<file path="src/design/pwrm_pkg.sv">
package pwrm_pkg;

    // ring of per-second pulse counts
    localparam int WINDOW  = 8;
    localparam int SLOT_W  = (WINDOW > 2) ? $clog2(WINDOW) : 1;
    localparam int CNT_DW  = 16;
    // sum of WINDOW-1 slots
    localparam int SUM_W   = CNT_DW + $clog2(WINDOW);
    // remainder up to WINDOW
    localparam int DIV_W   = $clog2(WINDOW + 1);

    // reciprocal constants, exact for every dividend below 2**SUM_W
    localparam int MUL_W   = SUM_W + 1;
    localparam int PROD_W  = SUM_W + MUL_W;
    localparam int RING_SH = SUM_W + $clog2(WINDOW);
    localparam int RATE_SH = SUM_W + $clog2(WINDOW - 1);
    localparam logic [MUL_W-1:0] RING_MUL =
        MUL_W'((64'd1 << RING_SH) / 64'(WINDOW) + 64'd1);
    localparam logic [MUL_W-1:0] RATE_MUL =
        MUL_W'((64'd1 << RATE_SH) / 64'(WINDOW - 1) + 64'd1);

    localparam logic [CNT_DW-1:0] CNT_MAX    = '1;
    localparam logic [SLOT_W-1:0] RESET_SLOT = SLOT_W'(32'hFFFF % WINDOW);
    localparam logic [DIV_W-1:0]  RING_DIV   = DIV_W'(WINDOW);
    localparam logic [SLOT_W-1:0] LAST_SLOT  = SLOT_W'(WINDOW - 1);

    localparam int S_DATA_W = 24;
    localparam int M_DATA_W = 48;

    typedef enum logic {
        FUNC_TICK = 1'b0,
        FUNC_EDGE = 1'b1
    } func_t;

    typedef enum logic {
        DIV_RING = 1'b0,
        DIV_RATE = 1'b1
    } div_sel_t;

    typedef enum logic [3:0] {
        ST_IDLE,
        ST_MOD_GO,
        ST_MOD_WAIT,
        ST_CLR,
        ST_SUM,
        ST_SUM_END,
        ST_DIV_GO,
        ST_DIV_WAIT,
        ST_INC_RD,
        ST_INC_WR,
        ST_OUT
    } state_t;

    typedef struct packed {
        logic             start;
        div_sel_t         sel;
        logic [SUM_W-1:0] dividend;
    } div_req_t;

    typedef struct packed {
        logic             done;
        logic [SUM_W-1:0] quotient;
        logic [DIV_W-1:0] remainder;
    } div_rsp_t;

endpackage

</file>
<file path="src/design/pwrm_div.sv">
// Division by WINDOW or WINDOW-1 through reciprocal multiplication.
// Product registered in the cycle after start, quotient and remainder registered from it after that.
// The remainder is only meaningful for division by WINDOW.
module pwrm_div (
    input  logic              clk,
    input  logic              rst_n,
    input  pwrm_pkg::div_req_t req,
    output pwrm_pkg::div_rsp_t rsp
);

    logic [pwrm_pkg::PROD_W-1:0] prod_reg, prod_next;
    logic [pwrm_pkg::SUM_W-1:0]  x_reg,    x_next;
    pwrm_pkg::div_sel_t          sel_reg,  sel_next;
    logic [pwrm_pkg::SUM_W-1:0]  quo_reg,  quo_next;
    logic [pwrm_pkg::DIV_W-1:0]  rem_reg,  rem_next;
    logic                        busy_reg, busy_next;
    logic                        done_reg, done_next;
    logic [pwrm_pkg::MUL_W-1:0]  mul_k;
    logic [pwrm_pkg::SUM_W-1:0]  quo_w;
    logic [pwrm_pkg::DIV_W-1:0]  rem_w;

    assign mul_k = (req.sel == pwrm_pkg::DIV_RING) ? pwrm_pkg::RING_MUL : pwrm_pkg::RATE_MUL;
    assign quo_w = (sel_reg == pwrm_pkg::DIV_RING)
                 ? pwrm_pkg::SUM_W'(prod_reg >> pwrm_pkg::RING_SH)
                 : pwrm_pkg::SUM_W'(prod_reg >> pwrm_pkg::RATE_SH);
    // remainder is below WINDOW, so the low bits alone give it exactly
    assign rem_w = x_reg[pwrm_pkg::DIV_W-1:0]
                 - pwrm_pkg::DIV_W'(quo_w[pwrm_pkg::DIV_W-1:0] * pwrm_pkg::RING_DIV);

    always_comb
    begin
        prod_next = prod_reg;
        x_next    = x_reg;
        sel_next  = sel_reg;
        quo_next  = quo_reg;
        rem_next  = rem_reg;
        busy_next = 1'b0;
        done_next = 1'b0;
        if (req.start)
        begin
            x_next    = req.dividend;
            sel_next  = req.sel;
            prod_next = pwrm_pkg::PROD_W'(req.dividend) * pwrm_pkg::PROD_W'(mul_k);
            busy_next = 1'b1;
        end
        else if (busy_reg)
        begin
            quo_next  = quo_w;
            rem_next  = rem_w;
            done_next = 1'b1;
        end
    end

    always_ff @(posedge clk or negedge rst_n)
    begin
        if (!rst_n)
        begin
            busy_reg <= 1'b0;
            done_reg <= 1'b0;
        end
        else
        begin
            busy_reg <= busy_next;
            done_reg <= done_next;
        end
    end

    always_ff @(posedge clk)
    begin
        prod_reg <= prod_next;
        x_reg    <= x_next;
        sel_reg  <= sel_next;
        quo_reg  <= quo_next;
        rem_reg  <= rem_next;
    end

    assign rsp.done      = done_reg;
    assign rsp.quotient  = quo_reg;
    assign rsp.remainder = rem_reg;

endmodule

</file>
<file path="src/design/pulse_width_and_rate_meter_unit.sv">
// Channel  Dir  Bits  Contents (lowest bit first)
// s        in   24    tdata: pin_level[0], seconds[16:1], zero pad; tuser: func
// m        out  48    tdata: current_length, last_length, pulse_rate
//
// One item at a time; s_tready is high only while the sequencer idles.
// Tick, rising edge: straight to the result. Falling edge, same second: the current
// slot is read and incremented first. Falling edge, new second: slot index by one
// reciprocal-multiply division, slot clear, slot-by-slot sum, rate by a second division, then the increment.
// Reset does not clear the slot memory or the sum registers; slot valid bits stand in for a zeroed ring.
// A result held by m_tready stalls the block until it is taken.
module pulse_width_and_rate_meter_unit (
    input  logic                          clk,
    input  logic                          rst_n,
    input  logic                          s_tvalid,
    output logic                          s_tready,
    input  logic [pwrm_pkg::S_DATA_W-1:0] s_tdata,   // pin_level, seconds, pad
    input  logic [0:0]                    s_tuser,   // func
    output logic                          m_tvalid,
    input  logic                          m_tready,
    output logic [pwrm_pkg::M_DATA_W-1:0] m_tdata    // current_length, last_length, pulse_rate
);

    pwrm_pkg::state_t state_reg, state_next;

    logic [pwrm_pkg::CNT_DW-1:0] len_reg,    len_next;
    logic [pwrm_pkg::CNT_DW-1:0] last_reg,   last_next;
    logic [pwrm_pkg::CNT_DW-1:0] seen_reg,   seen_next;
    logic [pwrm_pkg::CNT_DW-1:0] rate_reg,   rate_next;
    logic [pwrm_pkg::SLOT_W-1:0] slot_reg,   slot_next;
    logic [pwrm_pkg::SLOT_W-1:0] idx_reg,    idx_next;
    logic [pwrm_pkg::SUM_W-1:0]  sum_reg,    sum_next;
    logic                        acc_vld_reg, acc_vld_next;
    logic [pwrm_pkg::WINDOW-1:0] slot_vld_reg;

    logic [pwrm_pkg::CNT_DW-1:0] slot_mem [pwrm_pkg::WINDOW];
    logic [pwrm_pkg::CNT_DW-1:0] rd_raw_reg;
    logic                        rd_vld_reg;
    logic [pwrm_pkg::CNT_DW-1:0] rd_val;

    logic                        mem_we;
    logic [pwrm_pkg::SLOT_W-1:0] mem_waddr;
    logic [pwrm_pkg::SLOT_W-1:0] mem_raddr;
    logic [pwrm_pkg::CNT_DW-1:0] mem_wdata;

    pwrm_pkg::div_req_t div_req;
    pwrm_pkg::div_rsp_t div_rsp;

    logic                        in_xfer;
    pwrm_pkg::func_t             in_func;
    logic                        in_pin;
    logic [pwrm_pkg::CNT_DW-1:0] in_sec;

    assign in_func = pwrm_pkg::func_t'(s_tuser[0]);
    assign in_pin  = s_tdata[0];
    assign in_sec  = s_tdata[16:1];
    assign in_xfer = s_tvalid && s_tready;
    assign rd_val  = rd_vld_reg ? rd_raw_reg : '0;

    pwrm_div u_div (
        .clk   (clk),
        .rst_n (rst_n),
        .req   (div_req),
        .rsp   (div_rsp)
    );

    // next state
    always_comb
    begin
        state_next = state_reg;
        case (state_reg)
            pwrm_pkg::ST_IDLE:
            begin
                if (s_tvalid)
                begin
                    if (in_func == pwrm_pkg::FUNC_EDGE && !in_pin)
                        state_next = (in_sec != seen_reg) ? pwrm_pkg::ST_MOD_GO
                                                          : pwrm_pkg::ST_INC_RD;
                    else
                        state_next = pwrm_pkg::ST_OUT;
                end
            end
            pwrm_pkg::ST_MOD_GO:   state_next = pwrm_pkg::ST_MOD_WAIT;
            pwrm_pkg::ST_MOD_WAIT: if (div_rsp.done) state_next = pwrm_pkg::ST_CLR;
            pwrm_pkg::ST_CLR:      state_next = pwrm_pkg::ST_SUM;
            pwrm_pkg::ST_SUM:
                if (idx_reg == pwrm_pkg::LAST_SLOT) state_next = pwrm_pkg::ST_SUM_END;
            pwrm_pkg::ST_SUM_END:  state_next = pwrm_pkg::ST_DIV_GO;
            pwrm_pkg::ST_DIV_GO:   state_next = pwrm_pkg::ST_DIV_WAIT;
            pwrm_pkg::ST_DIV_WAIT: if (div_rsp.done) state_next = pwrm_pkg::ST_INC_RD;
            pwrm_pkg::ST_INC_RD:   state_next = pwrm_pkg::ST_INC_WR;
            pwrm_pkg::ST_INC_WR:   state_next = pwrm_pkg::ST_OUT;
            pwrm_pkg::ST_OUT:      if (m_tready) state_next = pwrm_pkg::ST_IDLE;
            default:               state_next = pwrm_pkg::ST_IDLE;
        endcase
    end

    // control outputs
    always_comb
    begin
        s_tready         = 1'b0;
        m_tvalid         = 1'b0;
        mem_we           = 1'b0;
        mem_waddr        = slot_reg;
        mem_wdata        = '0;
        mem_raddr        = slot_reg;
        div_req.start    = 1'b0;
        div_req.sel      = pwrm_pkg::DIV_RING;
        div_req.dividend = pwrm_pkg::SUM_W'(seen_reg);
        case (state_reg)
            pwrm_pkg::ST_IDLE:   s_tready = 1'b1;
            pwrm_pkg::ST_MOD_GO: div_req.start = 1'b1;
            pwrm_pkg::ST_CLR:    mem_we = 1'b1;
            pwrm_pkg::ST_SUM:    mem_raddr = idx_reg;
            pwrm_pkg::ST_DIV_GO:
            begin
                div_req.start    = 1'b1;
                div_req.sel      = pwrm_pkg::DIV_RATE;
                div_req.dividend = sum_reg;
            end
            pwrm_pkg::ST_INC_WR:
            begin
                mem_we    = 1'b1;
                mem_wdata = (rd_val != pwrm_pkg::CNT_MAX) ? rd_val + 1'b1 : rd_val;
            end
            pwrm_pkg::ST_OUT:    m_tvalid = 1'b1;
            default:             ;
        endcase
    end

    // datapath
    always_comb
    begin
        len_next     = len_reg;
        last_next    = last_reg;
        seen_next    = seen_reg;
        rate_next    = rate_reg;
        slot_next    = slot_reg;
        idx_next     = idx_reg;
        sum_next     = sum_reg;
        acc_vld_next = (state_reg == pwrm_pkg::ST_SUM);
        if (acc_vld_reg)
            sum_next = sum_reg + pwrm_pkg::SUM_W'(rd_val);
        case (state_reg)
            pwrm_pkg::ST_IDLE:
            begin
                if (in_xfer)
                begin
                    if (in_func == pwrm_pkg::FUNC_TICK)
                    begin
                        if (in_pin && len_reg != pwrm_pkg::CNT_MAX)
                            len_next = len_reg + 1'b1;
                    end
                    else if (!in_pin)
                    begin
                        last_next = len_reg;
                        len_next  = '0;
                        seen_next = in_sec;
                    end
                end
            end
            pwrm_pkg::ST_MOD_WAIT:
                if (div_rsp.done) slot_next = div_rsp.remainder[pwrm_pkg::SLOT_W-1:0];
            pwrm_pkg::ST_CLR:
            begin
                // the cleared slot is read back as zero, so the sum covers all slots
                idx_next = '0;
                sum_next = '0;
            end
            pwrm_pkg::ST_SUM:      idx_next = idx_reg + 1'b1;
            pwrm_pkg::ST_DIV_WAIT:
                if (div_rsp.done) rate_next = div_rsp.quotient[pwrm_pkg::CNT_DW-1:0];
            default:               ;
        endcase
    end

    always_ff @(posedge clk or negedge rst_n)
    begin
        if (!rst_n)
        begin
            state_reg    <= pwrm_pkg::ST_IDLE;
            len_reg      <= '0;
            last_reg     <= '0;
            seen_reg     <= pwrm_pkg::CNT_MAX;
            rate_reg     <= '0;
            slot_reg     <= pwrm_pkg::RESET_SLOT;
            acc_vld_reg  <= 1'b0;
            slot_vld_reg <= '0;
        end
        else
        begin
            state_reg   <= state_next;
            len_reg     <= len_next;
            last_reg    <= last_next;
            seen_reg    <= seen_next;
            rate_reg    <= rate_next;
            slot_reg    <= slot_next;
            acc_vld_reg <= acc_vld_next;
            if (mem_we)
                slot_vld_reg[mem_waddr] <= 1'b1;
        end
    end

    always_ff @(posedge clk)
    begin
        idx_reg <= idx_next;
        sum_reg <= sum_next;
    end

    // slot count memory, one write and one registered read per cycle
    always_ff @(posedge clk)
    begin
        if (mem_we)
            slot_mem[mem_waddr] <= mem_wdata;
        rd_raw_reg <= slot_mem[mem_raddr];
    end

    always_ff @(posedge clk or negedge rst_n)
    begin
        if (!rst_n)
            rd_vld_reg <= 1'b0;
        else
            rd_vld_reg <= slot_vld_reg[mem_raddr];
    end

    assign m_tdata = {rate_reg, last_reg, len_reg};

endmodule
</file>
<file path="config.mk">
export PLATFORM = sky130hd
export DESIGN_NAME = pulse_width_and_rate_meter_unit
export DESIGN_NICKNAME = d
export VERILOG_FILES = /design/src/design/pwrm_pkg.sv /design/src/design/pwrm_div.sv /design/src/design/pulse_width_and_rate_meter_unit.sv
export SDC_FILE = /design/constraint.sdc
export NUM_CORES = 1
export LEC_CHECK = 0
export ABC_AREA = 1
export BUFFER_PORTS_ARGS = -buffer_cell sky130_fd_sc_hd__buf_4
export CAP_MARGIN = 30
export CORE_AREA = 2 2 183 185
export CTS_BUF_LIST = sky130_fd_sc_hd__clkbuf_4
export CTS_CLUSTER_SIZE = 16
export DETAILED_ROUTE_END_ITERATION = 10
export DIE_AREA = 0 0 185 187
export PLACE_DENSITY = 0.79
export REMOVE_ABC_BUFFERS = 1
export SYNTH_ARGS = -nofsm -noshare
export SYNTH_HDL_FRONTEND = slang
export SYNTH_HIERARCHICAL = 1
export SYNTH_SLANG_ARGS = --single-unit
</file>
<file path="constraint.sdc">
create_clock -name clk -period 5.44 [get_ports clk]
set_input_delay 1.088 -clock clk [delete_from_list [all_inputs] [get_ports clk]]
set_output_delay 1.088 -clock clk [all_outputs]
set_load 0.005 [all_outputs]
</file>
==> results of run 1 <==
per-layer routing:
metal | global-route usage (%) | vias to the layer above | share of wire [%]
met5 | 0 | - | 0
met4 | 10.0 | 0 | 3.2
met3 | 5.26 | 111 | 5.7
met2 | 46.2 | 509 | 51
met1 | 32.4 | 7335 | 40
li1 | - | 7509 | -
worst max-delay path, delay by kind of cell, from the launching register on:
kind | cells | cell delay (ns)
flip-flops | 1 | 0.36
AND/OR/NAND/NOR | 11 | 0.96
AO/OA/AOI/OAI | 2 | 0.28
buffers and inverters | 9 | 0.56
adder cells (fa/ha/maj) | 7 | 3.08
path summary, 6_finish.rpt:
check / startpoint / endpoint / slack, ns
max: state_reg[1] / u_div/prod_reg[31] / -0.04
min: u_div/prod_reg[29] / u_div/quo_reg[7] / 0.39
max reg2reg: state_reg[1] / u_div/prod_reg[31] / -0.04
min reg2reg: u_div/prod_reg[29] / u_div/quo_reg[7] / 0.39
max in group asynchronous: rst_n / seen_reg[4] / 4.04
min in group asynchronous: rst_n / rate_reg[10] / 0.47
repair_timing:
action | CTS | global route
gates resized for setup | 45 | 178
buffers inserted | 1 | 17
pin swaps | 25 | 83
hold buffers | 0 | 0
gates cloned | 0 | 1
setup endpoints to repair | 16 | 16
power by group through the flow:
stage	registers, mW	logic [mW]	clock network [mW]
after floorplan	3.36	2.94	0
after detailed placement	3.44	4.67	0
after global routing	3.47	5.80	2.03
final	3.41	5.24	1.86
after CTS	3.40	4.79	1.91
after global placement	3.42	4.51	0
cell type report:
class / count / area [um2] / area share (%)
multi-input cells: 1403 / 9800 / 43.6
flip-flops and latches: 287 / 7880 / 35.0
repair buffers: 207 / 1630 / 7.27
inverters: 433 / 1630 / 7.26
clock buffers: 107 / 803 / 3.57
well taps: 448 / 561 / 2.49
clock inverters: 29 / 164 / 0.729
diodes: 1 / 2.50 / 0.0111
stage by stage:
step                      hold slack (ns)  util (%)
final                               0.385      68.4
after global routing                0.382      68.4
after CTS                           0.368      65.9
after detailed placement            0.405      62.4
after global placement              0.404      62.4
after floorplan                     0.400         -
==> metrics.txt, run 1 <==
Worst Path Required 5.87 ns; Placement Cell Area ~20000 um2; yosys warns 6; hold path cells 0; Post-Syn Area around 19000 um2; Post-Place Setup Slack -0.473 ns; worst-case clock buffer depth 3; measured slew at the worst slew-check pin roughly 1.0 ns; WP data arrival around 6 ns; FMAX between 150 and 200 MHz; hpwl dp 34000 um; max incr delay on CP around 0.59 ns; Sw Share 42.5%; RePlAce Congestion 1.05; Total GRT Usage roughly a quarter; GR Overflow Total 0; Starting Density 57.3%; Routed Antenna Nets 0; total net switching power around 4.5 mW; status finished with violations; fin nets 2668; CTS tree done; iteration-0 DRC count of the detailed router 1429; Final Hold Fails 0; global-route wire length before repair 72500 um; clock latency on the worst-skew pair 0.71 ns; Critical-path top delay cell fa_2; max FFs per register 128; CP max FO 7; Worst path most repeated cell inv_2; Slew Limit Fails 0; startpoint types flop; CP Class reg -> reg; synthesis-to-layout area growth 19.3%; # setup viols final 1; post-route insts no fill around 2900; Comb power frac between 40 and 50%; ratio of cells with drive above 1 in the final layout between 20 and 25%; io pins 79; worst r2r path cells 29; vias in the first global route about 15000; clock sink count roughly 290; Hold WC Path Type reg -> reg; sequential share of power around a third; Layout Skew about 0.080 ns; post-route cell area about 22000 um2; Port Buf Inserts between 70 and 80; Power Total 10.5 mW; overall die width around 190 um; DRT Wirelength roughly 47000 um; core outline area 32900 um2; Avg Cell Area, Syn 8.68 um2; Clk pwr share approximately 18%; most frequent cells in the layout nand2_1, inv_1, buf_4; Synth Instances between 2000 and 2500; Leakage about 11 nW; Power Dens Cells between 400 and 500 nW/um2; Tmin final approximately 5.5 ns; initial antenna violation count 1; nature of the critical path endpoint flop; RSZ-0062 raised after global routing yes; clk root buf clkbuf_4; TritonRoute pass-1 iters 6; largest net degree at the start of global routing between 100 and 150; failing checks negative setup slack; CTS buffer count 73; most common cell after layout, fill and taps aside nand2_1; PnR worst setup slack -0.0415 ns; die height 187 um; Routed WL per cell roughly 16 um; CTS H-tree depth 3; cell internal pwr a little over 6 mW; FP Rows 67; setup TNS -0.0415 ns; die area approximately 35000 um2; Worst slew margin 33.2%; Placed Cells about 2800; Clk pin slew, worst setup/hold paths around 0.060 ns; routed via count about 15000; drc violations 0; fillcell total about 2500; period utilization 101%; Max IR drop VDD a little over 400 uV; max_cap viols 0; number of vias per cell around 5.3
(Power assumes the default switching activity.)
==> inputs of run 2 (changes only) <==
--- a/config.mk
+++ b/config.mk
@@ -15,6 +15,7 @@
 export DIE_AREA = 0 0 185 187
 export PLACE_DENSITY = 0.79
 export REMOVE_ABC_BUFFERS = 1
+export SKIP_LAST_GASP = 1
 export SYNTH_ARGS = -nofsm -noshare
 export SYNTH_HDL_FRONTEND = slang
 export SYNTH_HIERARCHICAL = 1
==> run 2 against run 1 <==
  * Via count about the same
  * Critical path depth did not move
  * Setup slack lost 0.030 ns
  * Utilization hardly changed
  * Register-to-register slack got worse by 0.03 ns
  * Sequential power barely moved
  * First-iteration DRC count decreased by 1.0%
  * The flow still finishes with violations (negative setup slack)
  * Flip-flop and latch count unchanged
  * Non-clock buffer count unchanged
==> metrics.txt, run 2 (synthesis results as in run 1) <==
Routed WL per cell 16.1 um (about the same); CP max FO 7 (unchanged); clock latency on the worst-skew pair 0.72 ns (about the same); global-route wire length before repair 72500 um (unchanged); synthesis-to-layout area growth 19.3% (about the same); clock sink count 287 (unchanged); Post-Place Setup Slack -0.473 ns (unchanged); Sw Share 42.5% (about the same); TritonRoute pass-1 iters 6 (unchanged); Power Total 10.5 mW (-0.14%); initial antenna violation count 1 (unchanged); total net switching power 4.46 mW (-0.18%); number of vias per cell 5.31 (about the same); hpwl dp 34000 um (unchanged); Worst path most repeated cell inv_2; max_cap viols 0 (unchanged); Placement Cell Area 20500 um2 (unchanged); RePlAce Congestion 1.05 (unchanged); Starting Density 57.3% (unchanged); worst r2r path cells 29 (unchanged); # setup viols final 1 (unchanged); max FFs per register 128 (unchanged); FP Rows 67 (unchanged); CTS buffer count 73 (unchanged); Worst Path Required 5.86 ns (about the same); fin nets 2668 (unchanged); FF-to-FF End u_div/prod_reg[31]; Clk pwr share 17.7% (about the same); die height 187 um (unchanged); iteration-0 DRC count of the detailed router 1414 (-1.0%); Max IR drop VDD 410 uV (-0.63%); Port Buf Inserts 71 (unchanged); die area 34600 um2 (unchanged); cell internal pwr 6.04 mW (-0.11%); Routed Antenna Nets 0 (unchanged); core outline area 32900 um2 (unchanged); Layout Skew 0.0806 ns (+0.000660 ns); post-route cell area 22500 um2 (about the same); Hold WC Path Type reg -> reg; Worst R2R Setup Slack -0.07 ns (-0.03 ns); PnR worst setup slack -0.0716 ns (-0.0302 ns); reg2reg start state_reg[1]; WP data arrival 5.94 ns (+0.03 ns); measured slew at the worst slew-check pin 1.00 ns (+0.00204 ns); CTS tree done; max incr delay on CP 0.59 ns (about the same); startpoint types flop; clk root buf clkbuf_4; Comb power frac 49.8% (about the same); period utilization 101% (+0.55 points); CTS H-tree depth 3 (unchanged); Power Dens Cells 467 nW/um2 (-0.11%); most common cell after layout, fill and taps aside nand2_1; CP Class reg -> reg; Clk pin slew, worst setup/hold paths 0.06 ns (about the same); Slew Limit Fails 0 (unchanged); ratio of cells with drive above 1 in the final layout 22.6% (-0.041 points); Post-Route Hold Slack 0.386 ns (+0.000841 ns); nature of the critical path endpoint flop; Critical-path top delay cell fa_2; DRT Wirelength 47000 um (about the same); Hold Buf Count CTS 0 (unchanged); io pins 79 (unchanged); largest net degree at the start of global routing 106 (unchanged); Leakage 11.1 nW (about the same); Tmin final 5.51 ns (+0.0302 ns); RSZ-0062 raised after global routing yes; GR Overflow Total 0 (unchanged); crit path from state_reg[1]; overall die width 185 um (unchanged); Critical Path Sink u_div/prod_reg[31]; sequential share of power 32.5% (about the same); most frequent cells in the layout nand2_1, inv_1, buf_4; Final Hold Fails 0 (unchanged); FMAX 181 MHz (-0.55%); failing checks negative setup slack; Total GRT Usage 26.5% (unchanged); status finished with violations; vias in the first global route 14900 (unchanged); drc violations 0 (unchanged); routed via count 15500 (+0.058%); worst-case clock buffer depth 3 (unchanged); Worst slew margin 33.0% (-0.14 points)
[run 2: cell counts in the layout (fill, tap and decap cells not counted)]
No cell type changed its count.
[run 2: power groups by stage]
stage	combinational (mW)	sequential, mW	clock (mW)
floorplan	2.94	3.36	0
global placement	4.51	3.42	0
detailed placement	4.67	3.44	0
CTS	4.79	3.40	1.91
global route	5.80	3.47	2.03
finish	5.23	3.41	1.86
[run 2: stage by stage]
step           utilization [%]  TNS [ns]  instances
5_1_grt                   68.4     -1.66       2915
3_3_place_gp              62.4     -4.66       2757
3_5_place_dp              62.4     -6.15       2759
4_1_cts                   65.9         0       2896
6_report                  68.4   -0.0716       2915
2_1_floorplan                -    -26.05       2123
[run 2: how the worst min path moves through the flow]
| stage | startpoint | endpoint | slack, ns | cells after the start |
|---|---|---|---|---|
| final | u_div/prod_reg[29] | u_div/quo_reg[7] | 0.39 | 0 |
| after global routing | u_div/prod_reg[29] | u_div/quo_reg[7] | 0.38 | 0 |
| after CTS | u_div/prod_reg[29] | u_div/quo_reg[7] | 0.37 | 0 |
| after detailed placement | u_div/prod_reg[33] | u_div/quo_reg[11] | 0.40 | 0 |
| after global placement | u_div/prod_reg[29] | u_div/quo_reg[7] | 0.40 | 0 |
| after floorplan | u_div/prod_reg[22] | u_div/quo_reg[0] | 0.40 | 0 |
[run 2: timing repair]
action,in CTS,in global routing
setup buffers,1,17
endpoints found under the setup margin,16,16
cloned,0,1
pin swaps,25,83
resized for setup,45,176
[run 2: cell type report]
cell class	count	area, um2
Tap cell	448	561
Sequential cell	287	7880
Clock buffer	107	803
Antenna cell	1	2.50
Fill cell	2516	10400
Multi-Input combinational cell	1403	9800
Timing Repair Buffer	207	1630
Clock inverter	29	164
Inverter	433	1630
[run 2: critical path: cells and delay by family, from the launching register on]
family	cells	cell delay [ns]
AO/OA/AOI/OAI	2	0.28
buffers and inverters	9	0.56
adder cells (fa/ha/maj)	7	3.08
AND/OR/NAND/NOR	11	1.00
flip-flops	1	0.36
[run 2: metal layers]
metal / GRT usage [%] / vias up / part of all wire, %
met3: 5.26 / 114 / 5.7
li1: - / 7514 / -
met4: 10.0 / 0 / 3.3
met5: 0 / - / 0
met2: 46.2 / 505 / 51
met1: 32.4 / 7340 / 40
